<file path="src/rtl/core/pilc_ram.sv">
// Generic single-port-write, single-read RAM with registered read data.
// No dependencies.
module pilc_ram #(
  parameter int unsigned Width = 8,
  parameter int unsigned Depth = 16
) (
  input  logic                     clk,
  input  logic                     we,
  input  logic [$clog2(Depth)-1:0] waddr,
  input  logic [Width-1:0]         wdata,
  input  logic [$clog2(Depth)-1:0] raddr,
  output logic [Width-1:0]         rdata
);
  logic [Width-1:0] mem [Depth];

  always_ff @(posedge clk) begin
    if (we) begin
      mem[waddr] <= wdata;
    end
    rdata <= mem[raddr];
  end
endmodule

</file>
<file path="config.mk">
export PLATFORM = sky130hd
export DESIGN_NAME = pilc_ram
export DESIGN_NICKNAME = d
export VERILOG_FILES = /design/src/rtl/core/pilc_ram.sv
export SDC_FILE = /design/constraint.sdc
export NUM_CORES = 1
export LEC_CHECK = 0
export ABC_CLOCK_PERIOD_IN_PS = 1500
export BUFFER_PORTS_ARGS = -buffer_cell sky130_fd_sc_hd__buf_2
export CAP_MARGIN = 10
export CORE_MARGIN = 3
export CORE_UTILIZATION = 45
export DETAILED_ROUTE_END_ITERATION = 6
export GPL_TIMING_DRIVEN = 0
export PLACE_DENSITY = 0.71
export SYNTH_ARGS = -nofsm -noshare
export SYNTH_HDL_FRONTEND = slang
export SYNTH_SLANG_ARGS = --single-unit
</file>
<file path="constraint.sdc">
create_clock -name clk -period 1.5 [get_ports clk]
set_input_delay 0.075 -clock clk [delete_from_list [all_inputs] [get_ports clk]]
set_output_delay 0.075 -clock clk [all_outputs]
set_load 0.01 [all_outputs]
</file>
==> impl_metrics.tcl <==
set metrics [dict create \
    vias 2379 \
    final-setup-viol-count 0 \
    cts_repair_resize_count 0 \
    worst_hold_path.num_cells 1 \
    avgSynthCellArea_um2 22.5 \
    worst_path_max_delay_cell "sky130_fd_sc_hd__mux4_2" \
    worst-endpoint-arrival_ps 1720 \
    num-nets-final 293 \
    critical_path.max_stage_delay_ps 510 \
    cts_hold_repair.buffers 0 \
    layout-drive-gt1-share 0.309 \
    ys_warn_count 0 \
    worst-path-max-fanout 1 \
    die_height_um 113 \
    die-width_um 113 \
    max_clock_freq_mhz 692 \
    clk_latency_ps 410 \
    design.core.area_um2 11000 \
    worst_setup_hold_path_clk_slew_ps 60 \
    htree_levels 4 \
    ff2ff_setup_slack_ps 60 \
    cts_inserted_buffers 17 \
    power.density_cell_area_nw_per_um2 1440 \
    maxSlewHeadroom 0.443 \
    worst_r2r_path_depth 3 \
    yosysSeqAreaShare 0.778 \
    postSynthRegisterBits 136 \
    cp_data_required_time_ps 1780 \
    report.final.slew_viol_count 0 \
    min-delay-start "wdata[4]" \
    cts-root-to-sink-buffers 2 \
    cts_root_buffer "sky130_fd_sc_hd__clkbuf_16" \
    placementRows 38 \
    outcome "finished, final reports clean" \
    reg2reg_from "mem[14][0]" \
    timing.final.hold_violations 0 \
    drt-wirelength-per-cell_um 22.7 \
    number_of_global_route_vias_before_repair 2428 \
    synth_to_final_area_change_pct 17.6 \
    place_congestion 0.729 \
    wirelength_met1_um 4130 \
    pin_count_of_the_biggest_net_entering_global_routing 17 \
    hold_path.class "input port to flip-flop" \
    dp_cells 394 \
    crit_path_cell_trace "mux4_2 -> a22oi_1 -> nand2_1" \
    leakage_nw 2.03 \
    instances_no_fill 428 \
    io_buffer_count 24 \
    met2_wirelength_um 4770 \
    vdd_ir_drop_max_mv 0.829 \
    route.final.wire_length_um 9710 \
    grt_use_total 0.166 \
    setup_clock_skew_after_layout_ps 8.09 \
    critical_path.startpoint_type "flip-flop" \
    netlist_instances 229 \
    yosysUniqueCellTypes 19 \
    fin_crit_ps 1440 \
    initial_utilization 0.467 \
    timing_worst_slew_pin_value_ps 832 \
    hpwl_um 5990 \
    grt_first_pass_wirelength_um 14800 \
    final.setup.tns_ps 0 \
    final.fill_count 822 \
    avgViaCountPerCell 5.56 \
    fp.dieArea_um2 12800 \
    critical_path_class "flip-flop to flip-flop" \
    postSynthNetCount 247 \
    antenna_cells_inserted 0 \
    worst_reg2reg_path_endpoint "rdata[0]" \
    worstHoldEndpoint "mem[6][4]" \
    cts_setup_buffers 0 \
    cts_tree "yes" \
    drt_iter0_drc 164 \
    clock_sink_count 136 \
    rsz0062_at_grt "no" \
    route.met3.wl_um 632 \
    maxCapViolations 0 \
    route.antenna.remaining_nets 0 \
    antenna_found_initial 0 \
    highest_layer "met4" \
    drt_pass1_iterations 5 \
    critical_path.endpoint_type "flip-flop" \
    post-route-period-util 0.963 \
    top_level_port_count 26 \
    drcViolationCount 0 \
    grt-ovfl-total 0 \
    post_synth_instance_area_um2 5150 \
]
==> critical path, delay by kind of cell, from the launching register on <==
family / cells / cell delay [ps]
mux: 1 / 510
flops: 1 / 370
compound gates: 1 / 340
simple gates: 1 / 100
==> metal layers <==
layer / GRT usage / vias to the layer above
met5: 0 / -
met4: 0.0713 / 0
met3: 0.0503 / 9
met2: 0.252 / 77
met1: 0.224 / 1230
li1: - / 1063
==> state kept, by name, indices dropped and copies added, names as in the netlist <==
register and flops:
rdata 8, mem 128
==> synth_stat cells <==
cell / instances / share of area
sky130_fd_sc_hd__nand3b_1: 2 / 0.0029
sky130_fd_sc_hd__buf_6: 3 / 0.0066
sky130_fd_sc_hd__a22oi_1: 16 / 0.023
sky130_fd_sc_hd__and2_1: 1 / 0.0012
sky130_fd_sc_hd__buf_4: 1 / 0.0015
sky130_fd_sc_hd__mux4_1: 14 / 0.071
sky130_fd_sc_hd__nand2_1: 9 / 0.0066
sky130_fd_sc_hd__nand2b_1: 2 / 0.0024
sky130_fd_sc_hd__clkdlybuf4s25_2: 3 / 0.0058
sky130_fd_sc_hd__mux4_2: 18 / 0.079
sky130_fd_sc_hd__dfxtp_1: 8 / 0.031
sky130_fd_sc_hd__nand3_1: 1 / 0.00097
sky130_fd_sc_hd__edfxtp_1: 128 / 0.75
sky130_fd_sc_hd__and2b_1: 1 / 0.0015
sky130_fd_sc_hd__or3b_2: 1 / 0.0017
sky130_fd_sc_hd__nor2_1: 13 / 0.0095
sky130_fd_sc_hd__nor2b_1: 1 / 0.0012
sky130_fd_sc_hd__nor3_1: 4 / 0.0039
sky130_fd_sc_hd__buf_2: 3 / 0.0029
==> power breakdown <==
part	leakage, nW	internal [mW]	switching, mW
registers	1.22	4.25	0.0188
logic	0.532	0.170	0.240
clock network	0.279	2.49	1.55
==> worst max-delay path by stage <==
| stage | startpoint | slack [ps] | cells after the start | end |
|---|---|---|---|---|
| after floorplan | waddr[2] | 160 | 2 | mem[3][0] |
| after global placement | waddr[2] | -350 | 3 | mem[8][2] |
| after detailed placement | waddr[3] | -290 | 3 | mem[4][7] |
| after CTS | mem[15][0] | 80 | 3 | rdata[0] |
| after global routing | mem[10][4] | 40 | 3 | rdata[4] |
| final | mem[14][0] | 60 | 3 | rdata[0] |
==> cells by family after synthesis <==
kind of cell / after synthesis / synth area share
AO/OA/AOI/OAI: 16 / 0.0233
AND/OR/NAND/NOR: 35 / 0.0318
buffers and inverters: 10 / 0.0168
flip-flops: 136 / 0.778
multiplexers: 32 / 0.150
==> metrics by stage <==
step | power, mW | util | cell area [um2] | worst slack, ps | hold WS, ps
global placement | 4.74 | 0.494 | 5450 | -346 | 470
CTS | 8.79 | 0.548 | 6040 | 82.8 | 49.7
finish | 8.72 | 0.549 | 6060 | 55.9 | 62.2
detailed placement | 4.76 | 0.495 | 5460 | -287 | 470
global route | 8.97 | 0.549 | 6060 | 36.1 | 57.6
floorplan | 4.57 | - | 5150 | 159 | 174
==> layout make-up <==
| cell class | count | area [um2] | area share |
|---|---|---|---|
| clock inverter | 14 | 149 | 0.0246 |
| multi-input combinational | 83 | 1060 | 0.175 |
| clock buffer | 18 | 439 | 0.0725 |
| buffer | 10 | 86.3 | 0.0143 |
| sequential | 136 | 4000 | 0.661 |
| tap | 140 | 175 | 0.0289 |
| timing repair buffer | 27 | 140 | 0.0231 |
==> cell usage in the layout, fill, tap and decap left out, drive strengths merged <==
| master | instances |
|---|---|
| nand3b | 2 |
| clkdlybuf4s25 | 3 |
| clkbuf | 19 |
| nand3 | 1 |
| nand2b | 2 |
| inv | 2 |
| nand2 | 9 |
| edfxtp | 128 |
| buf | 33 |
| a22oi | 16 |
| nor2b | 1 |
| nor3 | 4 |
| clkinv | 6 |
| clkinvlp | 4 |
| dfxtp | 8 |
| bufinv | 2 |
| and2 | 1 |
| mux4 | 32 |
| and2b | 1 |
| nor2 | 13 |
| or3b | 1 |
(Power assumes the default switching activity.)
