<file path="src/rtl/core/pilc_pkg.sv">
// Package for the pack index parser and lookup core.
// Holds types, constants and the parser phase enum; no dependencies.
package pilc_pkg;

  localparam int unsigned TableEntries = 1024;
  localparam int unsigned TableAw = $clog2(TableEntries);
  localparam int unsigned CountW = 11;

  localparam logic [63:0] FnvBasis = 64'hCBF29CE484222325;
  localparam logic [63:0] FnvPrime = 64'h00000100000001B3;
  localparam logic [31:0] PackMagic = 32'h554D504B;
  localparam logic [15:0] PackEndian = 16'h1234;
  localparam logic [31:0] HeaderBytes = 32'd16;

  localparam logic [1:0] StBusy = 2'd0;
  localparam logic [1:0] StDone = 2'd1;
  localparam logic [1:0] StBad = 2'd2;
  localparam logic [1:0] StFull = 2'd3;

  localparam logic [1:0] RegPackLength = 2'd0;

  typedef enum logic [3:0] {
    PH_MAGIC, PH_VERSION, PH_ENDIAN, PH_FLAGS, PH_COUNT, PH_NAMELEN,
    PH_NAME, PH_OFFSET, PH_CLEN, PH_OLEN, PH_IDLE
  } phase_t;

  typedef enum logic [1:0] {LK_IDLE, LK_READ, LK_DONE} lk_state_t;

  // Table entry as stored in memory.
  typedef struct packed {
    logic [63:0] id;
    logic [31:0] offset;
    logic [31:0] length;
  } entry_t;

  // Field length in bytes for each fixed-size phase.
  function automatic logic [3:0] field_len(input phase_t ph);
    logic [3:0] n;
    unique case (ph)
      PH_VERSION, PH_ENDIAN: n = 4'd2;
      PH_OFFSET: n = 4'd8;
      PH_NAME, PH_IDLE: n = 4'd0;
      default: n = 4'd4;
    endcase
    return n;
  endfunction

endpackage

</file>
<file path="src/rtl/core/pilc_parser.sv">
// Byte parser: header, entry fields, FNV-1a hashing and table writes.
// Depends on pilc_pkg.
module pilc_parser
  import pilc_pkg::*;
(
  input  logic              clk,
  input  logic              rst,
  input  logic              take,
  input  logic              first_byte,
  input  logic [7:0]        pack_byte,
  input  logic [31:0]       pack_length,
  output logic [1:0]        status,
  output logic [CountW-1:0] stored_count,
  output logic              we,
  output logic [TableAw-1:0] waddr,
  output entry_t            wdata
);
  phase_t      phase, ph;
  logic [31:0] byte_position, name_left, entries_left;
  logic [63:0] acc, hash, f0, f1, f2;
  logic [2:0]  fcount;

  // Working copies after an optional clear.
  logic [31:0] bp, nl, el;
  logic [63:0] ac, hs, e0, e1, e2, v;
  logic [2:0]  fc;
  logic [1:0]  st;
  logic [CountW-1:0] ec;
  logic [31:0] pos;
  logic [63:0] hx, prod;
  logic        done_field, bad, fin;
  logic [33:0] sum4;
  logic [65:0] sumn;
  logic [64:0] offlen;

  logic [31:0] bp_next, nl_next, el_next;
  logic [63:0] ac_next, hs_next, e0_next, e1_next, e2_next;
  logic [2:0]  fc_next;
  logic [1:0]  st_next;
  logic [CountW-1:0] ec_next;
  phase_t      ph_next;

  // The FNV prime is 2^40 + 0x1B3, so the product is a sum of shifted copies.
  assign hx = hs ^ {56'd0, pack_byte};
  assign prod = (hx << 40) + (hx << 8) + (hx << 7) + (hx << 5) + (hx << 4) + (hx << 1) + hx;

  always_comb begin
    ph = phase; bp = byte_position; nl = name_left; el = entries_left;
    ac = acc; hs = hash; e0 = f0; e1 = f1; e2 = f2; fc = fcount;
    st = status; ec = stored_count;
    if (first_byte) begin
      ph = PH_MAGIC; bp = '0; nl = '0; el = '0; ac = '0; hs = FnvBasis;
      e0 = '0; e1 = '0; e2 = '0; fc = '0; st = StBusy; ec = '0;
    end
    ph_next = ph; bp_next = bp; nl_next = nl; el_next = el; ac_next = ac;
    hs_next = hs; e0_next = e0; e1_next = e1; e2_next = e2; fc_next = fc;
    st_next = st; ec_next = ec;
    we = 1'b0;
    waddr = ec[TableAw-1:0];
    wdata = '{id: hs, offset: e0[31:0], length: e2[31:0]};
    pos = bp + 32'd1;
    v = ac | ({56'd0, pack_byte} << {fc, 3'b000});
    done_field = ({1'b0, fc} + 4'd1) >= field_len(ph);
    bad = 1'b0;
    fin = 1'b0;
    sum4 = {2'b0, pos} + 34'd4;
    sumn = {34'd0, pos} + {2'd0, v} + 66'd16;
    offlen = {1'b0, e0} + {33'd0, v[31:0]};
    if (st == StBusy && ph != PH_IDLE) begin
      if (ph == PH_MAGIC && bp == '0 && fc == '0 && pack_length < HeaderBytes) begin
        bad = 1'b1;
      end else if (ph == PH_NAME) begin
        bp_next = pos;
        hs_next = prod;
        nl_next = nl - 32'd1;
        if (nl == 32'd1) ph_next = PH_OFFSET;
      end else begin
        bp_next = pos;
        ac_next = v;
        fc_next = fc + 3'd1;
        if (done_field) begin
          fc_next = '0;
          ac_next = '0;
          unique case (ph)
            PH_MAGIC: begin e0_next = v; ph_next = PH_VERSION; end
            PH_VERSION: ph_next = PH_ENDIAN;
            PH_ENDIAN: begin e1_next = v; ph_next = PH_FLAGS; end
            PH_FLAGS: ph_next = PH_COUNT;
            PH_COUNT: begin
              if (e0 != {32'd0, PackMagic} || e1 != {48'd0, PackEndian}) bad = 1'b1;
              else begin el_next = v[31:0]; fin = 1'b1; end
            end
            PH_NAMELEN: begin
              if (sumn > {34'd0, pack_length}) bad = 1'b1;
              else begin
                nl_next = v[31:0];
                hs_next = FnvBasis;
                ph_next = (v[31:0] == '0) ? PH_OFFSET : PH_NAME;
              end
            end
            PH_OFFSET: begin e0_next = v; ph_next = PH_CLEN; end
            PH_CLEN: begin e1_next = v; ph_next = PH_OLEN; end
            PH_OLEN: begin
              e2_next = v;
              if (ec >= CountW'(TableEntries)) begin
                st_next = StFull; ph_next = PH_IDLE;
              end else if (e1 == v) begin
                if (e0 > {32'd0, pack_length} || offlen > {33'd0, pack_length}
                    || v[63:32] != '0) begin
                  bad = 1'b1;
                end else begin
                  we = 1'b1;
                  wdata = '{id: hs, offset: e0[31:0], length: v[31:0]};
                  ec_next = ec + 1'b1;
                  el_next = el - 32'd1; fin = 1'b1;
                end
              end else begin
                el_next = el - 32'd1; fin = 1'b1;
              end
            end
            default: ph_next = PH_IDLE;
          endcase
        end
      end
      // Next entry or completion.
      if (fin && !bad) begin
        if (el_next == '0) begin st_next = StDone; ph_next = PH_IDLE; end
        else if (sum4 > {2'b0, pack_length}) bad = 1'b1;
        else ph_next = PH_NAMELEN;
      end
      if (bad) begin
        st_next = StBad; ph_next = PH_IDLE; ec_next = '0; we = 1'b0;
      end
    end
  end

  always_ff @(posedge clk) begin
    if (rst) begin
      phase <= PH_MAGIC; status <= StBusy; stored_count <= '0; byte_position <= '0;
      fcount <= '0; acc <= '0; hash <= FnvBasis; name_left <= '0;
      entries_left <= '0; f0 <= '0; f1 <= '0; f2 <= '0;
    end else if (take) begin
      phase <= ph_next; status <= st_next; stored_count <= ec_next;
      byte_position <= bp_next; fcount <= fc_next; acc <= ac_next; hash <= hs_next;
      name_left <= nl_next; entries_left <= el_next; f0 <= e0_next; f1 <= e1_next;
      f2 <= e2_next;
    end
  end

  // A table write always lands below the table size.
  assert property (@(posedge clk) disable iff (rst)
    we |-> stored_count < CountW'(TableEntries))
    else $error("table write past end");
  // A malformed pack leaves an empty table.
  assert property (@(posedge clk) disable iff (rst)
    status == StBad |-> stored_count == '0)
    else $error("malformed with entries");
  // Terminal status parks the parser.
  assert property (@(posedge clk) disable iff (rst)
    status != StBusy |-> phase == PH_IDLE || phase == PH_MAGIC)
    else $error("parser active after end");
endmodule

</file>
<file path="config.mk">
export PLATFORM = sky130hd
export DESIGN_NAME = pilc_parser
export DESIGN_NICKNAME = d
export VERILOG_FILES = /design/src/rtl/core/pilc_pkg.sv /design/src/rtl/core/pilc_parser.sv
export SDC_FILE = /design/constraint.sdc
export NUM_CORES = 2
export LEC_CHECK = 0
export BUFFER_PORTS_ARGS = -buffer_cell sky130_fd_sc_hd__buf_4
export CORE_MARGIN = 2
export CORE_UTILIZATION = 39
export DETAILED_ROUTE_END_ITERATION = 10
export HOLD_SLACK_MARGIN = 0.02
export PLACE_DENSITY_LB_ADDON = 0.25
export RECOVER_POWER = 100
export SYNTH_ARGS = -nofsm -noshare
export SYNTH_HDL_FRONTEND = slang
export SYNTH_SLANG_ARGS = --single-unit
</file>
<file path="constraint.sdc">
create_clock -name clk -period 10.7 [get_ports clk]
set_input_delay 0.535 -clock clk [delete_from_list [all_inputs] [get_ports clk]]
set_output_delay 0.535 -clock clk [all_outputs]
set_load 0.05 [all_outputs]
</file>
==> run_results.csv <==
group,metric,value,unit
logic_synthesis,synth-async-reset-ratio,0,
logic_synthesis,synth_edf_count,0,
critical_path,cp_slowest_cell,"nand4_1",
grt,track_usage,0.333,
timing,max_freq,96.3,MHz
critical_path,crit_family,"compound AO/OA/AOI/OAI gates",
logic_synthesis,avgSynthCellArea,7.95,sq um
route,detail_route.wl_per_cell,27.2,um
critical_path,critPathCaptureType,"output pin",
final_layout,layout.nets,5806,
route,drc,0,
logic_synthesis,synth_top_area_frac,0.202,
floorplanning,die_y,324,um
route,drt_first_pass_iters,6,
route,viasPerCell,6.24,
floorplanning,coreArea,102000,sq um
placement,port_buffers,195,
grt,grt_first_pass_wirelength,261000,um
route,routed_wirelength,179000,um
floorplanning,num_rows,117,
run,cap_violations,11,
critical_path,criticalPathCategory,"flip-flop to output pin",
floorplanning,die_x,324,um
final_layout,multi_input_area,29900,sq um
timing,period_share,0.971,
final_layout,register_area,8090,sq um
timing,hold-worst-slack,0.261,ns
timing,finalSetupViolCount,0,
timing,final.setup.tns,0,ns
critical_path,crit_arrival,9.85,ns
final_layout,area_growth,12.3,%
logic_synthesis,synth_area_leader_cell,"dfxtp_1",
cts,cts_hold_buf,0,
route,final_antenna_net_count,0,
logic_synthesis,synth_nets,5670,
cts,clock_path_buffers,3,
cts,tritoncts,"yes",
critical_path,slowest_delay,0.79,ns
floorplanning,die_area,105000,sq um
route,first_iter_violations,4495,
critical_path,path_buf_inv,2,
timing,relSlewSlack,-1.50,
grt,overflow,0,
outcome,violations,"max-capacitance violations, max-slew violations",
worst_hold_path,hold_class,"primary input to flip-flop",
critical_path,required,10.17,ns
route,vias,41000,
cts,cts.sinks,404,
logic_synthesis,ys.flop_type,"dfxtp_1",
cts,path_clk_slew,0.06,ns
critical_path,cp_max_fo,13,
timing,hold_viol,0,
logic_synthesis,ys.warnings.count,0,
cts,cts_setup_buffers,0,
floorplanning,io_pins,196,
grt,grt_pass1_vias,39100,
placement,dp_hpwl,137000,um
outcome,outcome,"complete, but fails checks",
logic_synthesis,synth.distinct_cells,96,
logic_synthesis,synth_seq_area_share,0.202,
placement,gp_congestion,1.06,
logic_synthesis,syn_inst,5031,
timing,rsz0062_at_grt,"no",
timing,slew_violations,401,
critical_path,cp-start-kind,"flip-flop",
cts,cts_made_buffers,53,
cts,htreeDepth,2,
timing,fin_skew,0.0266,ns
power,power.leakage,18.6,nW
final_layout,drive_gt1_frac,0.0818,
logic_synthesis,syn_area,40000,sq um
timing,worst_pin_slew,3.75,ns
final_layout,nFillCells,10400,
power,total_power,4.83,mW
power,ir_drop,0.124,mV
grt,antenna_found_initial,5,
logic_synthesis,synthTopCellsByArea,"dfxtp_1, fa_1, ha_1",
cts,cts-root-buf,"clkbuf_16",
timing,period_needed,10.39,ns
power,pwr_density_cell,108,nW/um^2
logic_synthesis,synth_seq_cells,404,
grt,grt_max_degree,98,
floorplanning,start_util,0.393,
cts,clock_latency,0.66,ns
## metal layers
| layer | up-vias | wire [um] | global-route usage |
|---|---|---|---|
| met2 | 2131 | 80400 | 0.538 |
| met3 | 576 | 15800 | 0.0559 |
| met4 | 4 | 12100 | 0.188 |
| met5 | - | 29 | 0 |
| met1 | 19900 | 70300 | 0.421 |
| li1 | 18400 | - | - |
## area by class of cell
class	instances	share of cell area
Multi-Input combinational cell	4045	0.666
Inverter	320	0.0268
Clock inverter	28	0.00755
Sequential cell	404	0.180
Timing Repair Buffer	343	0.0468
Antenna cell	2	0.000111
Clock buffer	70	0.0345
Tap cell	1368	0.0381
## power breakdown
group          total (mW)  switching (mW)  leakage [nW]  internal (mW)
combinational        1.32           0.839          14.4          0.481
sequential           1.54          0.0219          3.27           1.52
clock                1.97           0.802         0.938           1.17
total                4.83            1.66          18.6           3.17
## worst reg2reg max path, delay by kind of cell, from the launching register on
| kind | cells | cell delay (ns) |
|---|---|---|
| flops | 1 | 0.50 |
| fa+ha+maj | 3 | 1.00 |
| simple gates | 13 | 5.03 |
| buf+inv | 3 | 1.07 |
| xor+xnor | 1 | 0.17 |
| compound gates | 9 | 1.99 |
## Yosys cell counts (all sizes together), types with 22 or more instances
cell type and count:
nor2 625, dfxtp 404, nand2 376, ha 342, a21oi 339, inv 317
o21ai 300, fa 253, a22oi 225, clkbuf 206, xnor2 136, nor2b 115
nand3 109, nor3 101, xor2 101, nor4 93, nand4 86, a211oi 83
a21o 77, buf 56, o22ai 50, a31oi 47, o21a 37, or2 36
and3 34, and2 28, nand2b 25, o211ai 24, a221oi 23, a2bb2oi 22
## logic make-up after synthesis
| kind of cell | Yosys count | share of synthesized area |
|---|---|---|
| AO/OA/AOI/OAI | 1441 | 0.238 |
| XOR/XNOR | 237 | 0.0519 |
| adder cells (fa/ha/maj) | 595 | 0.234 |
| buffers and inverters | 582 | 0.0557 |
| flip-flops | 404 | 0.202 |
| multiplexers | 23 | 0.00595 |
| AND/OR/NAND/NOR | 1749 | 0.213 |
## path summary, 6_finish.rpt
check,startpoint,to,slack (ns),cells after the start
worst max-delay path,fcount[0]$_SDFFE_PP0P_,wdata[21],0.31,32
worst min-delay path,rst,stored_count[0]$_SDFFE_PP0P_,0.26,2
worst max register to register,fcount[1]$_SDFFE_PP0P_,hash[0]$_SDFFE_PP1P_,0.87,29
worst min register to register,hash[24]$_SDFFE_PP0P_,hash[24]$_SDFFE_PP0P_,0.45,2
## stage by stage
| stage | worst slack (ns) | cells | instance area (sq um) | util |
|---|---|---|---|---|
| final | 0.311 | 6580 | 44900 | 0.441 |
| after global routing | 0.0276 | 6578 | 44900 | 0.441 |
| after CTS | 0.0905 | 6578 | 45400 | 0.446 |
| after detailed placement | 0.790 | 6480 | 43500 | 0.428 |
| after global placement | 0.881 | 6480 | 43500 | 0.428 |
| after floorplan | 0.0658 | 5031 | 40100 | - |
## what timing repair did
action | CTS | global route
resized for setup | 0 | 11
setup endpoints to repair | 0 | 22
endpoints found under the hold margin | 0 | 0
## sequential cells by signal, indices dropped and copies added (netlist names)
| name | cells |
|---|---|
| status | 2 |
| fcount | 3 |
| stored_count | 11 |
| hash | 64 |
| entries_left | 32 |
| name_left | 32 |
| acc | 64 |
| f0 | 64 |
| f2 | 32 |
| phase | 4 |
| f1 | 64 |
| byte_position | 32 |
## cell usage in the layout, fill, tap and decap left out, types with 50 or more instances in the layout
cell and count:
nor2_1 618, dfxtp_1 403, nand2_1 373, ha_1 342, a21oi_1 335, inv_1 316, o21ai_0 287, fa_1 253
a22oi_1 225, buf_4 200, xnor2_1 136, clkbuf_1 115, nor2b_1 113, nand3_1 109, nor3_1 101, xor2_1 101
nor4_1 87, nand4_1 86, a21o_1 77, a211oi_1 69, clkbuf_16 54, o22ai_1 50
Note: power is estimated with default switching activity, not from simulation.
